## config.mk

```make
export PLATFORM = sky130hd
export DESIGN_NAME = hessdet_resp
export DESIGN_NICKNAME = d
export VERILOG_FILES = /design/src/hdl/hessdet_pkg.sv /design/src/hdl/hessdet_resp.sv
export SDC_FILE = /design/constraint.sdc
export NUM_CORES = 2
export LEC_CHECK = 0
export CAP_MARGIN = 15
export CELL_PAD_IN_SITES_DETAIL_PLACEMENT = 1
export CELL_PAD_IN_SITES_GLOBAL_PLACEMENT = 1
export CORE_MARGIN = 1
export CORE_UTILIZATION = 57
export CTS_CLUSTER_SIZE = 12
export DETAILED_ROUTE_END_ITERATION = 8
export DONT_BUFFER_PORTS = 1
export PLACE_DENSITY = 0.91
export SLEW_MARGIN = 0
export SYNTH_ARGS = -nofsm -noshare
export SYNTH_HDL_FRONTEND = slang
export SYNTH_SLANG_ARGS = --single-unit
```

## constraint.sdc

```tcl
create_clock -name clk_i -period 14.45 [get_ports clk_i]
set_input_delay 2.1675 -clock clk_i [delete_from_list [all_inputs] [get_ports clk_i]]
set_output_delay 2.1675 -clock clk_i [all_outputs]
set_load 0.01 [all_outputs]
```

## src/hdl/hessdet_pkg.sv

```systemverilog
// Shared constants and pipeline control type for the 3x3 Hessian determinant filter.
package hessdet_pkg;

  // Parameter defaults
  localparam int unsigned MaxWidthDef  = 4096;
  localparam int unsigned PixelBitsDef = 16;

  // Fixed field widths
  localparam int unsigned PixelW  = 16;
  localparam int unsigned CfgW    = 13;
  localparam int unsigned RowW    = 16;
  localparam int unsigned ColOutW = 12;
  localparam int unsigned RespW   = 40;

  // Row width limits and reset value
  localparam int unsigned MinWidth   = 3;
  localparam int unsigned WidthReset = 640;

  // Row counter saturation value and first row/column that produces a result
  localparam logic [RowW-1:0] RowMax   = '1;
  localparam int unsigned     FirstOut = 2;

  // Stage load strobes handed from the top level to the datapath
  typedef struct packed {
    logic adv1;  // stage 1 item leaves (window shifts, upper line written)
    logic ld2;   // differences register loads
    logic ld3;   // product register loads
    logic ldo;   // result register loads
  } pipe_ctl_t;

endpackage

```

## src/hdl/hessdet_resp.sv

```systemverilog
// Product stage and result register: 16*Lxx*Lyy - D*D.
module hessdet_resp #(
  parameter int unsigned PIXEL_BITS = hessdet_pkg::PixelBitsDef
) (
  input  logic                                clk_i,
  input  hessdet_pkg::pipe_ctl_t              ctl_i,
  input  logic signed [PIXEL_BITS+1:0]        lxx_i,
  input  logic signed [PIXEL_BITS+1:0]        lyy_i,
  input  logic signed [PIXEL_BITS+1:0]        dxy_i,
  output logic signed [hessdet_pkg::RespW-1:0] resp_o
);
  import hessdet_pkg::*;

  localparam int unsigned PW = 2 * (PIXEL_BITS + 2);

  logic signed [PW-1:0]    prod_q;
  logic signed [PW-1:0]    sq_q;
  logic signed [RespW-1:0] prod_ext;
  logic signed [RespW-1:0] sq_ext;
  logic signed [RespW-1:0] resp_q;

  // Two multipliers side by side
  always_ff @(posedge clk_i) begin
    if (ctl_i.ld3) begin
      prod_q <= lxx_i * lyy_i;
      sq_q   <= dxy_i * dxy_i;
    end
  end

  assign prod_ext = RespW'(prod_q);
  assign sq_ext   = RespW'(sq_q);

  // Scale and subtract into the result register
  always_ff @(posedge clk_i) begin
    if (ctl_i.ldo) begin
      resp_q <= (prod_ext <<< 4) - sq_ext;
    end
  end

  assign resp_o = resp_q;

endmodule

```

==> metrics.md <==
| Metric | Value |
|---|---|
| Hold path start | sq_q[0]$_DFFE_PP_ |
| First-pass GRT wire length | about 130000 um |
| Fin worst setup slack | 5.643 ns |
| Worst path cell trace | nand2_1 -> inv_1 -> fa_1 -> inv_1 -> fa_1 -> inv_1 -> ha_1 -> inv_1 -> fa_1 -> inv_1 -> fa_1 -> inv_1 -> fa_1 -> inv_1 -> ha_1 -> a21o_1 -> a21o_1 -> a21o_1 -> a21oi_1 -> o21ai_0 -> a211oi_1 -> o31ai_1 -> a21o_1 -> xor2_1 |
| Die Span X | approximately 220 um |
| Core area | a little under 0.05 mm^2 |
| CP arrival | roughly 9 ns |
| Clock latency at the later pin of the worst-skew pair | 0.39 ns |
| Setup bufs post-CTS | 0 |
| WL per Instance | around 24 um |
| Place WS | 5.468 ns |
| Layout cells sized above 1 | under 10% |
| Fraction of registers with async set or reset after synthesis | 0% |
| CP Launch Type | input port |
| Die footprint | 0.05043 mm^2 |
| Post-cts resize count | 0 |
| Cell Count, Final, Fillers Out | ~3500 |
| 1st-pass router iterations | 6 |
| CP max stage cell | fa_1 |
| Max_slew headroom | a little over 40% |
| Slew Viols, Final | 0 |
| Clock root buffer | clkbuf_16 |
| Max_cap viols | 0 |
| RSZ-0062 raised after global routing | no |
| Clock Path Buffers | 2 |
| Total negative setup slack | 0 ns |
| Vias in the first global route | ~25000 |
| Mapped cell area | 0.02824 mm^2 |
| R2R Setup Slk | between 10 and 15 ns |
| Critical path class | in2reg |
| Crit path capture type | flop |
| Seq/Total Area, Yosys | 11.70% |
| Post-synth EDFFs | between 100 and 150 |
| Largest family of logic cells by synthesized area | adder cells |
| GRT Residual Overflow | 0 |
| Max Fclk | between 0.1 and 0.15 GHz |
| Syn avg cell area | 9.611 um^2 |
| Status | complete, no violations |
| Tmin final | 8.807 ns |
| CP bufs+invs | 7 |
| Reg-to-Reg Start | prod_q[0]$_DFFE_PP_ |
| WP data required | 14.57 ns |
| Crit share post-route | about three fifths |
| Warnings, synthesis | 0 |
| Main flop type after synthesis | edfxtp_1 |
| Crit path max-delay family | adder cells |
| Simple-Gate Fraction of Synth Area | 11.96% |
| XOR/XNOR Fraction of Synth Area | between 3 and 4% |
| Antenna violations before repair | 1 |
| Worst-path clk slew | approximately 0.090 ns |
| Final net count | 3789 |
| Crit-path max FO | 18 |
| Inst Count DP | about 3500 |
| GRT Total Usage | between 30 and 40% |
| IO buf count | 0 |
| CTS sink cnt | 110 |
| CTS buffer count | 9 |
| Final Util | approximately 59% |
| Initial Utilization | between 50 and 60% |
| Synth cell types | around 70 |
| Hold path endpoint | resp_o[1]$_DFFE_PP_ |
| Reg2reg end | resp_o[33]$_DFFE_PP_ |
| Fillcell total | about 5500 |
| Depth of the worst register-to-register path | 10 |
| Area Growth Syn to Fin | 2.951% |
| Post-route DRC | 0 |
| Via Count | 20713 |
| Hold Path Stages | 0 |
| Tightest Hold Check Type | reg2reg |
| Num rows | ~80 |
| Final HPWL DP | 68560 um |
| Largest net degree at the start of global routing | 72 |
| Top cell by count, worst path | inv_1 |
| Critical Path Source | lxx_i[17] |
| CTS tree | yes |
| CTS HTree Levels | 3 |
| Synthesized flop and latch total | 110 |
| CTS hold repair buffers | 0 |
| Post-synthesis adder-cell area fraction | between 50% and 60% |
| Worst Tran Pin Value | slightly below 0.9 ns |
| Vias per std cell | approximately 5.8 |
| Post-synthesis mux area share | less than 1% |
| Compound-Gate Fraction of Synth Area | a little over 6% |
| Final setup vio count | 0 |
| Slowest stage delay, CP | 0.62 ns |
| Final Skew | 0.01601 ns |
| DRT iter0 DRCs | ~1400 |
| DRT antenna net count | 0 |
| GP Congestion | just over 0.9 |
| Post-synthesis cell count | around 3000 |
| Syn nets | 3856 |
| Num ports | between 90 and 100 |
| Endpoints failing hold | 0 |
| Routed WL | ~84000 um |
| Die height | approximately 220 um |
[metrics by stage]
stage	instance area [um^2]	hold slack [ns]
after floorplan	28240	0.4956
after global placement	28770	0.5224
after detailed placement	28770	0.5251
after CTS	29070	0.5705
after global routing	29070	0.5883
final	29070	0.5745
[cell type report]
cell class / instances / area (um^2) / area share [%]
Tap cell: 664 / 830.8 / 2.858
Inverter: 828 / 3108 / 10.69
Multi-Input combinational cell: 1922 / 21530 / 74.06
Antenna cell: 1 / 2.502 / 0.008608
Clock buffer: 9 / 225.2 / 0.7747
Clock inverter: 7 / 72.57 / 0.2496
Sequential cell: 110 / 3303 / 11.36
[logic make-up after synthesis]
| logic type | count (synthesis) |
|---|---|
| AO/OA/AOI/OAI | 248 |
| multiplexers | 4 |
| adder cells (fa/ha/maj) | 859 |
| flip-flops | 110 |
| buffers and inverters | 906 |
| AND/OR/NAND/NOR | 698 |
| XOR/XNOR | 113 |
[cell usage in the layout, fill, tap and decap left out, types with 9 or more instances in the layout]
| master | instances |
|---|---|
| a211oi_1 | 9 |
| a21o_1 | 46 |
| a21oi_1 | 68 |
| a31oi_1 | 9 |
| and2_1 | 204 |
| clkbuf_16 | 9 |
| edfxtp_1 | 110 |
| fa_1 | 622 |
| ha_1 | 237 |
| inv_1 | 828 |
| nand2_1 | 292 |
| nand2b_1 | 13 |
| nand3_1 | 24 |
| nand4_1 | 10 |
| nor2_1 | 96 |
| nor2b_1 | 10 |
| nor3_1 | 19 |
| o21a_1 | 15 |
| o21ai_0 | 27 |
| xnor2_1 | 83 |
| xor2_1 | 30 |
[metal layers]
layer / vias up / wire [um] / track usage [%]
li1: 8616 / - / -
met4: 0 / 6176 / 23.81
met1: 10828 / 27910 / 37.03
met3: 404 / 4469 / 5.865
met2: 865 / 45310 / 65.01
met5: - / 0 / 0
[cells in the mapped netlist (19+ instances only)]
library cell / count / area share (%)
a21o_1: 46 / 1.2
a21oi_1: 68 / 1.2
and2_1: 204 / 4.5
clkbuf_1: 73 / 0.97
edfxtp_1: 110 / 12
fa_1: 622 / 44
ha_1: 237 / 11
inv_1: 828 / 11
nand2_1: 292 / 3.9
nand3_1: 24 / 0.43
nor2_1: 96 / 1.3
nor3_1: 19 / 0.34
o21ai_0: 27 / 0.48
xnor2_1: 83 / 2.6
xor2_1: 30 / 0.93
[flip-flops by register name, indices dropped and copies added (netlist names)]
name / cells
prod_q: 36
resp_o: 39
sq_q: 35
[how the worst max path moves through the flow]
stage	end	cells past startpoint	slack [ns]
finish	prod_q[34]$_DFFE_PP_	24	5.64
global route	prod_q[35]$_DFFE_PP_	24	5.36
CTS	prod_q[34]$_DFFE_PP_	24	5.71
detailed placement	prod_q[35]$_DFFE_PP_	24	5.47
global placement	prod_q[35]$_DFFE_PP_	24	5.97
floorplan	prod_q[35]$_DFFE_PP_	21	6.14
Power is left out: the tool's default activity adds up to more than one toggle a clock period on the data nets, which glitch-free logic cannot reach.
