### config.mk
export PLATFORM = sky130hd
export DESIGN_NAME = hessdet_window
export DESIGN_NICKNAME = d
export VERILOG_FILES = /design/src/hdl/hessdet_pkg.sv /design/src/hdl/hessdet_window.sv
export SDC_FILE = /design/constraint.sdc
export NUM_CORES = 1
export LEC_CHECK = 0
export BUFFER_PORTS_ARGS = -buffer_cell sky130_fd_sc_hd__buf_2
export CORE_MARGIN = 5
export CORE_UTILIZATION = 51
export CTS_CLUSTER_SIZE = 8
export DETAILED_ROUTE_END_ITERATION = 8
export PLACE_DENSITY_LB_ADDON = 0.1
export SYNTH_ARGS = -nofsm -noshare
export SYNTH_HDL_FRONTEND = slang
export SYNTH_SLANG_ARGS = --single-unit
### constraint.sdc
create_clock -name clk_i -period 8.3 [get_ports clk_i]
set_clock_uncertainty 0.05 [all_clocks]
set_input_delay 0 -clock clk_i [delete_from_list [all_inputs] [get_ports clk_i]]
set_output_delay 0 -clock clk_i [all_outputs]
set_load 0.02 [all_outputs]
### src/hdl/hessdet_pkg.sv
// Shared constants and pipeline control type for the 3x3 Hessian determinant filter.
package hessdet_pkg;

  // Parameter defaults
  localparam int unsigned MaxWidthDef  = 4096;
  localparam int unsigned PixelBitsDef = 16;

  // Fixed field widths
  localparam int unsigned PixelW  = 16;
  localparam int unsigned CfgW    = 13;
  localparam int unsigned RowW    = 16;
  localparam int unsigned ColOutW = 12;
  localparam int unsigned RespW   = 40;

  // Row width limits and reset value
  localparam int unsigned MinWidth   = 3;
  localparam int unsigned WidthReset = 640;

  // Row counter saturation value and first row/column that produces a result
  localparam logic [RowW-1:0] RowMax   = '1;
  localparam int unsigned     FirstOut = 2;

  // Stage load strobes handed from the top level to the datapath
  typedef struct packed {
    logic adv1;  // stage 1 item leaves (window shifts, upper line written)
    logic ld2;   // differences register loads
    logic ld3;   // product register loads
    logic ldo;   // result register loads
  } pipe_ctl_t;

endpackage

### src/hdl/hessdet_window.sv
// 3x3 window registers and second differences, registered.
module hessdet_window #(
  parameter int unsigned PIXEL_BITS = hessdet_pkg::PixelBitsDef
) (
  input  logic                          clk_i,
  input  logic                          rst_ni,
  input  hessdet_pkg::pipe_ctl_t        ctl_i,
  input  logic [PIXEL_BITS-1:0]         top_i,
  input  logic [PIXEL_BITS-1:0]         mid_i,
  input  logic [PIXEL_BITS-1:0]         pix_i,
  output logic signed [PIXEL_BITS+1:0]  lxx_o,
  output logic signed [PIXEL_BITS+1:0]  lyy_o,
  output logic signed [PIXEL_BITS+1:0]  dxy_o
);
  import hessdet_pkg::*;

  localparam int unsigned DW = PIXEL_BITS + 2;

  // Two older columns of the window: top, middle, bottom rows
  logic [PIXEL_BITS-1:0] w_q [6];

  logic signed [DW-1:0] v11, v12, v13, v21, v22, v23, v31, v32, v33;
  logic signed [DW-1:0] lxx_d, lyy_d, dxy_d;
  logic signed [DW-1:0] lxx_q, lyy_q, dxy_q;

  // Zero-extend into the signed difference width
  assign v11 = $signed({2'b00, w_q[0]});
  assign v12 = $signed({2'b00, w_q[1]});
  assign v13 = $signed({2'b00, top_i});
  assign v21 = $signed({2'b00, w_q[2]});
  assign v22 = $signed({2'b00, w_q[3]});
  assign v23 = $signed({2'b00, mid_i});
  assign v31 = $signed({2'b00, w_q[4]});
  assign v32 = $signed({2'b00, w_q[5]});
  assign v33 = $signed({2'b00, pix_i});

  // Second differences and mixed difference (4 * Lxy)
  always_comb begin
    lxx_d = v21 - (v22 <<< 1) + v23;
    lyy_d = v12 - (v22 <<< 1) + v32;
    dxy_d = v13 - v11 + v31 - v33;
  end

  // Window shift on every item leaving stage 1
  always_ff @(posedge clk_i or negedge rst_ni) begin
    if (!rst_ni) begin
      for (int i = 0; i < 6; i++) begin
        w_q[i] <= '0;
      end
    end else if (ctl_i.adv1) begin
      w_q[0] <= w_q[1];
      w_q[1] <= top_i;
      w_q[2] <= w_q[3];
      w_q[3] <= mid_i;
      w_q[4] <= w_q[5];
      w_q[5] <= pix_i;
    end
  end

  always_ff @(posedge clk_i) begin
    if (ctl_i.ld2) begin
      lxx_q <= lxx_d;
      lyy_q <= lyy_d;
      dxy_q <= dxy_d;
    end
  end

  assign lxx_o = lxx_q;
  assign lyy_o = lyy_q;
  assign dxy_o = dxy_q;

endmodule

==> results.yml, run 1 <==
job:
  max_cap_viol_count: 0
cells_and_area:
  fill_cells: 1639
  n_antenna_cell: 0
  drive_gt1_share_pct: 15.0
  syn_to_final_growth_pct: 19.6
  final_nets: 1322
  final_cell_mix: "inv_1 (195), nand2_1 (109), buf_2 (103)"
  multi_input_area_um2: 4880
  regArea_um2: 4020
  mostFrequentLayoutCell: "inv_1"
min_path:
  min_path_type: "primary input to asynchronous set/reset pin"
routing:
  drt_iter0_drc: 416
  wl_per_cell_um: 14.3
  firstDrtPassIters: 5
  ant_nets: 0
  wl_um: 20100
  route.detailed.drc: 0
  vias_per_cell: 5.16
  dr_total_vias: 7217
yosys:
  ys_seq_area_share_pct: 41.4
  synthFlopType: "dfrtp_1"
  synth-edff-count: 54
  synth_fp_nets: 1167
  ys_async_sr_fraction_pct: 64.0
  ys_warn_count: 0
  avgSynthCellArea_um2: 9.75
  syn_inst: 998
  yosysUniqueCellTypes: 51
  ys_seq_elements: 150
  syn_area_um2: 9730
sta:
  fin_tns_setup_ps: 0
  post-route-period-util_pct: 53.6
  hold_ws_ps: 61.6
  clock.fmax_mhz: 225
  rsz0062_at_grt: "false"
  relSlewSlack_pct: 30.1
  final-setup-viol-count: 0
  final_max_slew_viol_count: 0
  tightest_slew_ps: 1050
  hold_viol_final: 0
  fin_crit_ps: 4450
setup_path:
  cp_cell_sequence: "inv_1 -> ha_1 -> nor2b_1 -> o31ai_1 -> a21oi_1 -> o21ai_1 -> o21bai_1 -> xnor2_1 -> fa_1 -> inv_1 -> ha_1 -> and3_1 -> and2_1 -> a221o_1 -> a41oi_1 -> xnor2_1"
  critPathMaxStageDelay_ps: 500
  crit_fanout: 7
  cp-end-kind: "register"
  r2r-start: "v11[1]"
  reg2reg_depth: 16
  cp.required_ps: 8430
  start_kind: "register"
  worstSetupPathType: "register to register"
  worst_path_max_delay_cell: "o31ai_1"
  crit_arrival_ps: 4570
  reg2reg_to: "dxy_o[16]"
  reg2reg_slack_ps: 3850
clock_network:
  cts-htree-levels: 4
  post_cts_resized: 0
  cts_tree: "built"
  cts_buffers: 17
  clk_latency_ps: 430
  clkTransAtPathRegs_ps: 60
  cts_buffer_depth: 2
  cts-root-buf: "clkbuf_16"
  cts_num_sinks: 150
floorplanning:
  floorplan.die.width_um: 148
  initial_core_util_pct: 51.8
  dieArea_um2: 21900
  core_area_um2: 18800
  die_h_um: 148
  num_rows: 50
  io_pins: 108
global_routing:
  use_met3_pct: 3.53
  grt_pass1_wl_um: 33900
  grt-ovfl-total: 0
  grt.busiest_layer: "met2"
  globalRouteMet1Util_pct: 27.1
  grt_max_degree: 129
  grtUsageTotal_pct: 19.2
  first_global_vias: 6958
  grt_use_met2_pct: 31.2
  antenna_found_initial: 0
place:
  io_buffers: 105
  dpl.hpwl_um: 14600
  gp_congestion: 0.892
run_status:
  outcome: "completed"
pwr:
  leakage_nw: 5.70
  powerDensity_nw_per_um2: 304
  vdd_ir_drop_max_v: 0.000150
  finalPower_mw: 3.53
layout make-up:
class                      instances  share of cell area, %
clock buffer                      26                   4.75
clock inverter                     6                  0.699
inverter                         195                   6.29
multi-input combinational        629                   41.9
sequential                       150                   34.6
tap                              234                   2.52
timing repair buffer             160                   9.22
state kept, by name, summed over array words and instances (netlist names):
register  count
dxy_o        18
lxx_o        18
lyy_o        18
v11          16
v12          16
v21          16
v22          16
v31          16
v32          16
stage by stage:
stage / setup WS [ps] / cells / utilization (%) / instance area (um2)
after floorplan: 4370 / 998 / - / 9730
after global placement: 3970 / 1316 / 55.9 / 10500
after detailed placement: 3900 / 1316 / 55.9 / 10500
after CTS: 3870 / 1400 / 62.0 / 11600
after global routing: 3630 / 1400 / 62.0 / 11600
final: 3850 / 1400 / 62.0 / 11600
synthesized netlist by cell type (all sizes together) (3+ instances only):
cell type,count,area [um2]
inv,195,732
nand2,109,409
o21ai,100,500
dfrtp,96,2400
ha,68,851
a21oi,57,293
edfxtp,54,1620
fa,47,941
xnor2,30,263
clkbuf,24,90.1
a21o,23,173
nor2,23,86.3
mux2,22,248
xor2,21,184
nor2b,16,108
nand3,10,50.1
nand2b,9,56.3
nor3,8,40.0
a31o,7,61.3
o21a,7,52.6
o21bai,7,52.6
nand4,6,37.5
a211oi,5,37.5
and3,5,31.3
a311oi,4,41.3
a31oi,4,25.0
and2,4,25.0
o211ai,4,30.0
a41oi,3,26.3
nor4,3,18.8
o221ai,3,26.3
o31ai,3,36.3
logic make-up after synthesis:
kind of cell             synth area share, %
AO/OA/AOI/OAI                           15.3
XOR/XNOR                                4.59
flip-flops                              41.4
AND/OR/NAND/NOR                         9.35
buffers and inverters                   8.45
multiplexers                            2.55
adder cells (fa/ha/maj)                 18.4
worst max-delay path, delay by kind of cell (launching register included):
| kind | cells | cell delay (ps) |
|---|---|---|
| AND/OR/NAND/NOR | 3 | 550 |
| adder cells (fa/ha/maj) | 3 | 1130 |
| flip-flops | 1 | 380 |
| XOR/XNOR | 2 | 240 |
| AO/OA/AOI/OAI | 6 | 1740 |
| buffers and inverters | 2 | 100 |
routing by layer:
| layer | part of all wire (%) | vias to the layer above |
|---|---|---|
| li1 | - | 3625 |
| met1 | 47 | 3424 |
| met2 | 48 | 151 |
| met3 | 4.5 | 17 |
| met4 | 0.94 | 0 |
| met5 | 0 | - |
how the worst max path moves through the flow:
stage | from | end | slack (ps) | depth (start not counted)
after floorplan | v11[0] | dxy_o[16] | 4370 | 16
after global placement | v11[1] | dxy_o[16] | 3970 | 16
after detailed placement | v11[0] | dxy_o[16] | 3900 | 16
after CTS | v11[0] | dxy_o[16] | 3870 | 16
after global routing | v11[1] | dxy_o[14] | 3630 | 16
final | v11[1] | dxy_o[16] | 3850 | 16
timing repair:
item | CTS | global route
buffers inserted | 0 | 0
hold buffers | 52 | 0
endpoints found under the hold margin | 102 | 0
report_power, final:
group	switching [mW]	internal, mW
clock network	0.306	0.520
registers	0.0585	1.02
logic	0.970	0.663
(Power assumes the default switching activity.)
==> run 2: changes to the inputs <==
- clock period: 8.3 -> 3.6 ns (I/O delays scaled with it)
==> results.yml, run 2 (synthesis gave the netlist of run 1 again) <==
cells_and_area:
  n_antenna_cell: 0
  final_nets: 1392
  drive_gt1_share_pct: 26.4
  final_util_pct: 67.5
  final_cell_mix: "inv_1 (183), nand2_1 (106), buf_2 (103)"
  final_area_um2: 12700
  fill_cells: 1509
  fin_cells: 1470
  syn_to_final_growth_pct: 30.2
  mostFrequentLayoutCell: "inv_1"
clock_network:
  cts_buffers: 17
  clkTransAtPathRegs_ps: 60
  clk_latency_ps: 420
  cts_num_sinks: 150
  cts-htree-levels: 4
  cts_buffer_depth: 2
  cts-root-buf: "clkbuf_16"
  cts_tree: "built"
sta:
  fin_tns_setup_ps: -413
  relSlewSlack_pct: 38.7
  fin_crit_ps: 3740
  hold_ws_ps: 144
  post-route-period-util_pct: 104
  clock.fmax_mhz: 268
  final_max_slew_viol_count: 0
  tightest_slew_ps: 919
  setup_ws_ps: -138
  rsz0062_at_grt: "true"
  final-setup-viol-count: 5
  hold_viol_final: 0
setup_path:
  r2r-start: "v11[0]"
  path_delay_family: "adder cells"
  crit_fanout: 3
  reg2reg_depth: 16
  worst_path_max_delay_cell: "fa_1"
  critPathMaxStageDelay_ps: 520
  cp.required_ps: 3730
  path_depth: 16
  startpoint: "v11[0]"
  crit_arrival_ps: 3870
  cp_cell_sequence: "ha_2 -> fa_2 -> nand2b_4 -> a21oi_4 -> a311oi_4 -> buf_4 -> o21ai_2 -> xnor2_1 -> fa_1 -> inv_2 -> ha_4 -> and3_4 -> and2_4 -> a221o_1 -> a41oi_2 -> xnor2_1"
  worstSetupPathType: "register to register"
  crit_buf_inv: 2
  crit_top_cell: "xnor2_1"
  cp-end-kind: "register"
  start_kind: "register"
place:
  gp_congestion: 0.880
  dpl.hpwl_um: 15700
  placed_cells: 1377
  io_buffers: 105
  postPlaceCellArea_um2: 11100
  preCtsSetupSlack_ps: -267
pwr:
  vdd_ir_drop_max_v: 0.000377
  leakage_nw: 6.07
  powerDensity_nw_per_um2: 722
  finalPower_mw: 9.14
min_path:
  hold_depth: 3
  hp-start: "ctl_i[3]"
  min_path_type: "primary input to register"
floorplanning:
  io_pins: 108
  initial_core_util_pct: 51.8
  dieArea_um2: 21900
  core_area_um2: 18800
  floorplan.die.width_um: 148
  die_h_um: 148
  num_rows: 50
routing:
  wl_um: 21600
  firstDrtPassIters: 5
  wl_per_cell_um: 14.7
  vias_per_cell: 5.15
  route.detailed.drc: 0
  dr_total_vias: 7569
  ant_nets: 0
  drt_iter0_drc: 446
global_routing:
  grt-ovfl-total: 0
  grt_max_degree: 95
  antenna_found_initial: 0
  first_global_vias: 7368
  grt_pass1_wl_um: 35600
  grtUsageTotal_pct: 20.1
run_status:
  outcome: "finished with violations"
  violations: "setup timing"
job:
  max_cap_viol_count: 0
-- run 2: cell type report --
| cell class | instances | area [um2] | area share, % |
|---|---|---|---|
| inverter | 195 | 732 | 5.78 |
| clock buffer | 21 | 450 | 3.56 |
| timing repair buffer | 230 | 1630 | 12.9 |
| tap | 234 | 293 | 2.31 |
| clock inverter | 11 | 85.1 | 0.672 |
| sequential | 150 | 4020 | 31.8 |
| multi-input combinational | 629 | 5440 | 43.0 |
-- run 2: final timing paths --
| check | slack, ps | endpoint |
|---|---|---|
| max | -140 | dxy_o[16] |
| min | 140 | v21[2] |
| max reg2reg | -140 | dxy_o[16] |
| min reg2reg | 430 | v11[15] |
| max in group asynchronous | 2370 | v32[11] |
| min in group asynchronous | 210 | v32[3] |
-- run 2: report_power, final --
group / switching (mW) / internal, mW / total [mW]
registers: 0.135 / 2.34 / 2.48
logic: 2.67 / 2.32 / 4.99
clock network: 0.711 / 0.958 / 1.67
-- run 2: repair_timing --
item,4_1_cts,5_1_grt
hold buffers,49,0
buffers inserted,7,6
hold endpoints to repair,118,0
pin swaps,26,16
endpoints found under the setup margin,10,11
resized for setup,49,48
-- run 2: tightest hold or removal path, stage by stage --
cell     delay (ps)
buf_4           360
nand2_1         130
o21ai_0          70
-- run 2: per-layer routing --
layer	track usage, %	vias up	part of all wire [%]
li1	-	3772	-
met1	27.7	3638	46
met2	33.3	144	49
met3	3.81	15	3.9
met4	5.03	0	0.98
met5	0	-	0
